$ cat src/rtl/core/cfd_pkg.sv
`default_nettype none
package cfd_pkg;
   localparam int MaxTaps = 64;
   localparam int SampleWidth = 16;
   localparam int CoefWidth = 16;
   localparam int OutWidth = 38;
   localparam int IdxWidth = $clog2(MaxTaps);
   localparam int CntWidth = $clog2(MaxTaps + 1);
   localparam int RegWidth = 7;
   localparam int DecimMax = 64;

   localparam logic OP_LOAD_TAP = 1'b0;
   localparam logic OP_PUSH = 1'b1;

   localparam logic [0:0] CSR_DECIMATION = 1'b0;
   localparam logic [0:0] CSR_TAP_COUNT = 1'b1;

   // job handed from front to back: compute one output from the newest sample
   typedef struct packed {
      logic [CntWidth-1:0] taps;
      logic [IdxWidth-1:0] head;
   } job_type;
endpackage
`default_nettype wire

$ cat src/rtl/core/cfd_req_if.sv
`default_nettype none
interface cfd_req_if;
   import cfd_pkg::*;
   logic valid;
   logic ready;
   logic op;
   logic [IdxWidth-1:0] tap_index;
   logic signed [CoefWidth-1:0] tap_value;
   logic signed [SampleWidth-1:0] sample_i;
   logic signed [SampleWidth-1:0] sample_q;
   modport source (output valid, op, tap_index, tap_value, sample_i, sample_q, input ready);
   modport sink (input valid, op, tap_index, tap_value, sample_i, sample_q, output ready);
endinterface
`default_nettype wire

$ cat src/rtl/core/cfd_front.sv
`default_nettype none
// Accepts items, writes memories, tracks fill and phase, queues output jobs.
module cfd_front import cfd_pkg::*; (
   input wire logic clock,
   input wire logic reset,
   cfd_req_if.sink req,
   input wire logic csr_write_enable,
   input wire logic [0:0] csr_index,
   input wire logic [RegWidth-1:0] csr_write_data,
   output logic job_valid,
   output job_type job,
   input wire logic job_ready,
   output logic tap_we,
   output logic [IdxWidth-1:0] tap_addr,
   output logic signed [CoefWidth-1:0] tap_data,
   output logic smp_we,
   output logic [IdxWidth-1:0] smp_addr,
   output logic signed [SampleWidth-1:0] smp_i,
   output logic signed [SampleWidth-1:0] smp_q
);
   logic [RegWidth-1:0] decim_ff, taps_reg_ff;
   logic [CntWidth-1:0] fill_ff;
   logic [IdxWidth-1:0] phase_ff;
   logic [IdxWidth-1:0] head_ff;
   logic busy_ff;
   job_type q_ff;
   logic qv_ff;

   logic [CntWidth-1:0] taps_use;
   logic [RegWidth-1:0] dec_use;
   logic fire, push, emit, pop;
   logic [IdxWidth-1:0] head_in;
   logic [CntWidth-1:0] fill_in;

   always_comb begin
      if (taps_reg_ff == '0) taps_use = CntWidth'(1);
      else if (taps_reg_ff > RegWidth'(MaxTaps)) taps_use = CntWidth'(MaxTaps);
      else taps_use = CntWidth'(taps_reg_ff);
      if (decim_ff == '0) dec_use = RegWidth'(1);
      else if (decim_ff > RegWidth'(DecimMax)) dec_use = RegWidth'(DecimMax);
      else dec_use = decim_ff;
   end

   // one item at a time: hold tap loads and samples while a job is queued or in flight
   assign req.ready = !busy_ff && !qv_ff;
   assign fire = req.valid && req.ready;
   assign push = fire && (req.op == OP_PUSH);
   assign head_in = head_ff + 1'b1;
   assign fill_in = fill_ff + 1'b1;
   always_comb begin
      emit = 1'b0;
      if (push) begin
         if (fill_ff < taps_use) emit = (fill_in == taps_use);
         else emit = ({1'b0, phase_ff} + 7'd1 >= dec_use);
      end
   end

   assign tap_we = fire && (req.op == OP_LOAD_TAP);
   assign tap_addr = req.tap_index;
   assign tap_data = req.tap_value;
   assign smp_we = push;
   assign smp_addr = head_in;
   assign smp_i = req.sample_i;
   assign smp_q = req.sample_q;

   assign job_valid = qv_ff;
   assign job = q_ff;
   assign pop = job_valid && job_ready;

   always_ff @(posedge clock) begin
      if (reset) begin
         decim_ff <= RegWidth'(1);
         taps_reg_ff <= RegWidth'(64);
         fill_ff <= '0;
         phase_ff <= '0;
         head_ff <= '0;
         qv_ff <= 1'b0;
         busy_ff <= 1'b0;
      end else begin
         if (csr_write_enable) begin
            unique case (csr_index)
               CSR_DECIMATION: decim_ff <= csr_write_data;
               CSR_TAP_COUNT: taps_reg_ff <= csr_write_data;
               default: ;
            endcase
         end
         if (push) begin
            head_ff <= head_in;
            if (fill_ff < CntWidth'(MaxTaps)) fill_ff <= fill_in;
            if (fill_ff < taps_use || emit) phase_ff <= '0;
            else phase_ff <= phase_ff + 1'b1;
         end
         // advance queue
         if (pop) begin
            qv_ff <= 1'b0;
            busy_ff <= 1'b1;
         end
         if (emit) begin
            q_ff.taps <= taps_use;
            q_ff.head <= head_in;
            qv_ff <= 1'b1;
         end
         if (busy_ff && job_ready && !pop) busy_ff <= 1'b0;
      end
   end

`ifndef NO_ASSERTIONS
   a_no_overflow: assert property (@(posedge clock) disable iff (reset)
      emit |-> !qv_ff) else $error("job queue overflow");
   a_fill_max: assert property (@(posedge clock) disable iff (reset)
      fill_ff <= CntWidth'(MaxTaps)) else $error("fill overrun");
   a_hold_busy: assert property (@(posedge clock) disable iff (reset)
      (busy_ff || qv_ff) |-> !req.ready) else $error("item taken while busy");
`endif
endmodule
`default_nettype wire

$ cat src/flat_wrapper.sv
// flat-port wrapper written by rule: the top's interface ports become plain ports
module cfd_front_flat import cfd_pkg::*;
  (clock, reset, csr_write_enable, csr_index, csr_write_data, job_valid, job, job_ready, tap_we, tap_addr, tap_data, smp_we, smp_addr, smp_i, smp_q, req_valid, req_op, req_tap_index, req_tap_value, req_sample_i, req_sample_q, req_ready);
  cfd_req_if req_i ();
  input wire logic clock;
  input wire logic reset;
  input wire logic csr_write_enable;
  input wire logic [0:0] csr_index;
  input wire logic [RegWidth-1:0] csr_write_data;
  output logic job_valid;
  output job_type job;
  input wire logic job_ready;
  output logic tap_we;
  output logic [IdxWidth-1:0] tap_addr;
  output logic signed [CoefWidth-1:0] tap_data;
  output logic smp_we;
  output logic [IdxWidth-1:0] smp_addr;
  output logic signed [SampleWidth-1:0] smp_i;
  output logic signed [SampleWidth-1:0] smp_q;
  input wire logic [$bits(req_i.valid)-1:0] req_valid;
  input wire logic [$bits(req_i.op)-1:0] req_op;
  input wire logic [$bits(req_i.tap_index)-1:0] req_tap_index;
  input wire logic [$bits(req_i.tap_value)-1:0] req_tap_value;
  input wire logic [$bits(req_i.sample_i)-1:0] req_sample_i;
  input wire logic [$bits(req_i.sample_q)-1:0] req_sample_q;
  output wire logic [$bits(req_i.ready)-1:0] req_ready;
  assign req_i.valid = req_valid;
  assign req_i.op = req_op;
  assign req_i.tap_index = req_tap_index;
  assign req_i.tap_value = req_tap_value;
  assign req_i.sample_i = req_sample_i;
  assign req_i.sample_q = req_sample_q;
  assign req_ready = req_i.ready;
  cfd_front u_core (.clock(clock), .reset(reset), .req(req_i), .csr_write_enable(csr_write_enable), .csr_index(csr_index), .csr_write_data(csr_write_data), .job_valid(job_valid), .job(job), .job_ready(job_ready), .tap_we(tap_we), .tap_addr(tap_addr), .tap_data(tap_data), .smp_we(smp_we), .smp_addr(smp_addr), .smp_i(smp_i), .smp_q(smp_q));
endmodule
$ cat config.mk
export PLATFORM = sky130hd
export DESIGN_NAME = cfd_front_flat
export DESIGN_NICKNAME = d
export VERILOG_FILES = /design/src/rtl/core/cfd_pkg.sv /design/src/rtl/core/cfd_req_if.sv /design/src/rtl/core/cfd_front.sv /design/src/flat_wrapper.sv
export SDC_FILE = /design/constraint.sdc
export NUM_CORES = 1
export LEC_CHECK = 0
export ABC_CLOCK_PERIOD_IN_PS = 6500
export BUFFER_PORTS_ARGS = -buffer_cell sky130_fd_sc_hd__buf_2
export CORE_AREA = 2 2 87 89
export DETAILED_ROUTE_END_ITERATION = 6
export DIE_AREA = 0 0 89 91
export GPL_ROUTABILITY_DRIVEN = 0
export PLACE_DENSITY = 0.73
export SLEW_MARGIN = 10
export SYNTH_ARGS = -nofsm -noshare
export SYNTH_HDL_FRONTEND = slang
export SYNTH_SLANG_ARGS = --single-unit
$ cat constraint.sdc
create_clock -name clock -period 6.5 [get_ports clock]
set_input_delay 0.325 -clock clock [delete_from_list [all_inputs] [get_ports clock]]
set_output_delay 0.325 -clock clock [all_outputs]
set_load 0.1 [all_outputs]
==> impl_metrics.tcl <==
set metrics [dict create \
    min_period_ns 3.355 \
    fin_crit_sh_pct 51.62 \
    synth_top_area_share_pct 23.96 \
    fp.coreArea_um2 7137 \
    switching_share_pct 28.71 \
    antenna_found_initial 0 \
    fmax_mhz 298.0 \
    register_area_um2 1091 \
    grt_pass1_wl_um 8970 \
    start_kind "register" \
    grt_max_degree 39 \
    vias 2049 \
    drt_iter0_markers 209 \
    synth_seq_area_share_pct 37.31 \
    worst_setup_path_end_kind "register" \
    tightest_slew_ns 0.9789 \
    cts_tree "yes" \
    synth.avg_cell_area_um2 8.834 \
    insertedDiodeCount 0 \
    slew_headroom_pct 34.50 \
    drt-wirelength-per-cell_um 12.88 \
    grt_setup_unrepaired "no" \
    synth-seq-cells 48 \
    die_area_um2 8099 \
    postCtsSetupRepairBufs 0 \
    finalSetupViolCount 0 \
    grt.total_usage_pct 13.54 \
    root_buffer "clkbuf_8" \
    yosys-top-cells-area "dfxtp_1 (24%), buf_4 (14%), edfxtp_1 (13%)" \
    finalMaxSlewViolations 0 \
    switchingPower_uw 166.3 \
    yosysWarnings 0 \
    synth_area_um2 2924 \
    required_ns 6.43 \
    syn2layout_area_growth_pct -1.797 \
    drt.antenna.violating_nets 0 \
    syn_nets 416 \
    initial_utilization_pct 40.97 \
    synth_area_leader_cell "dfxtp_1" \
    intPower_uw 413.1 \
    clock_power_share_pct 30.2 \
    yosysMostFrequentCell "buf_4" \
    status "finished, final reports clean" \
    io_buffer_count 36 \
    placed_cells 402 \
    powerDensity_nw_per_um2 201.8 \
    whs_ns 0.2317 \
    synth_edf_count 13 \
    hpwl_um 3968 \
    clk_latency_ns 0.31 \
    drive_above_1_share_pct 16.08 \
    ctsHoldBuffers 0 \
    post_cts_resized 0 \
    grt_pass1_vias 1953 \
    p_seq_share_pct 55.4 \
    peakVddDrop_mv 0.06770 \
    drcViolationCount 0 \
    hold_viol_final 0 \
    die_height_um 91 \
    rows 31 \
    synth_cell_types 42 \
    path_class "reg2reg" \
    synthCells 331 \
    critPathArrivalTime_ns 3.29 \
    multi_input_area_um2 1351 \
    clock_sinks 48 \
    nNetsFinal 395 \
    cts.path.max_buffers 2 \
    h-tree-depth 2 \
    viasPerCell 4.998 \
    maxCapViolCount 0 \
    synthFlopType "dfxtp_1" \
    stdcell_count 410 \
    finalPower_uw 579.4 \
    timing.setup.tns_ns 0 \
    firstDrtPassIters 4 \
    hold_class "in2reg" \
    pin_count 145 \
    fillCellCount 735 \
    power_frac_comb_pct 14.3 \
    grt_overflow_total 0 \
    synthTopCellsByCount "buf_4 (54), dfxtp_1 (35), nand2_1 (32)" \
    async_flop_share_pct 0 \
    numCtsBuffers 5 \
    critPathMaxFanout 13 \
    fin_skew_ns 0.009961 \
    leakage_nw 1.174 \
    clk_pin_slew_worst_paths_ns 0.09 \
    die_x_um 89 \
    drt_wl_total_um 5279 \
]
## layout make-up
class	instances	area share (%)
clock buffer	5	2.397
clock inverter	3	0.6536
tap	99	4.314
timing repair buffer	36	6.275
inverter	10	1.307
sequential	48	38.00
multi-input combinational	209	47.06
## logic make-up after synthesis
logic type	synth area share, %
AND/OR/NAND/NOR	18.87
buffers and inverters	16.47
flip-flops	37.31
AO/OA/AOI/OAI	9.885
XOR/XNOR	7.060
adder cells (fa/ha/maj)	7.274
multiplexers	3.124
## metrics by stage
step / setup WS [ns] / cell area (um^2) / util, %
finish: 3.145 / 2872 / 40.23
global placement: 3.241 / 2784 / 39.01
global route: 2.756 / 2872 / 40.23
CTS: 3.103 / 2872 / 40.23
detailed placement: 3.120 / 2784 / 39.01
floorplan: 2.048 / 2924 / -
## cell usage in the layout, fill, tap and decap left out, drive strengths merged, types with 2 or more instances in the layout
cell type	instances
nor2	31
ha	17
xor2	6
edfxtp	13
buf	36
clkbuf	5
a211o	3
xnor2	15
dfxtp	35
nand3	17
nand2	32
o21a	4
nand2b	7
clkinv	2
nor4	2
a21oi	21
o211ai	2
and2	2
nor2b	5
o21ai	3
a31o	2
mux2i	8
o31ai	2
clkinvlp	2
nor3	6
or3	6
and3	5
a21o	2
inv	9
## flip-flops by register name, indices dropped and copies added, names as in the netlist
| name | flops |
|---|---|
| u_core.job | 13 |
| u_core.decim_ff | 7 |
| u_core.busy_ff | 1 |
| u_core.taps_reg_ff | 7 |
| u_core.phase_ff | 6 |
| u_core.fill_ff | 7 |
| u_core.head_ff | 6 |
| u_core.job_valid | 1 |
## critical path, cell delays in order (launching register included)
cell and delay, ns:
dfxtp_1 0.33, or4_1 0.51, nor3_1 0.22, o21a_1 0.19, ha_1 0.16, nor2b_1 0.04
o2111ai_1 0.22, a31oi_1 0.17, nand2b_1 0.23, a32oi_1 0.16, nor2_1 0.76
## worst paths after layout
kind | cells past startpoint | to | startpoint | slack [ns]
max | 10 | u_core.job[1] | u_core.taps_reg_ff[2] | 3.14
min | 2 | u_core.decim_ff[0] | csr_write_data[0] | 0.23
max reg2reg | 10 | u_core.job[1] | u_core.taps_reg_ff[2] | 3.14
min reg2reg | 2 | u_core.taps_reg_ff[2] | u_core.taps_reg_ff[2] | 0.48
## layer usage
layer / part of all wire (%) / global-route usage (%) / vias to the layer above
met4: 1.3 / 4.726 / 0
li1: - / - / 1035
met1: 47 / 18.25 / 927
met5: 0 / 0 / -
met2: 43 / 20.52 / 74
met3: 8.5 / 3.909 / 13
## power by group through the flow
stage	clock network [mW]	registers, mW	logic, mW
2_1_floorplan	0	0.332	0.219
3_3_place_gp	0	0.327	0.0820
3_5_place_dp	0	0.328	0.0833
4_1_cts	0.181	0.321	0.0834
5_1_grt	0.194	0.322	0.0915
6_report	0.175	0.321	0.0831
(Power assumes the default switching activity.)
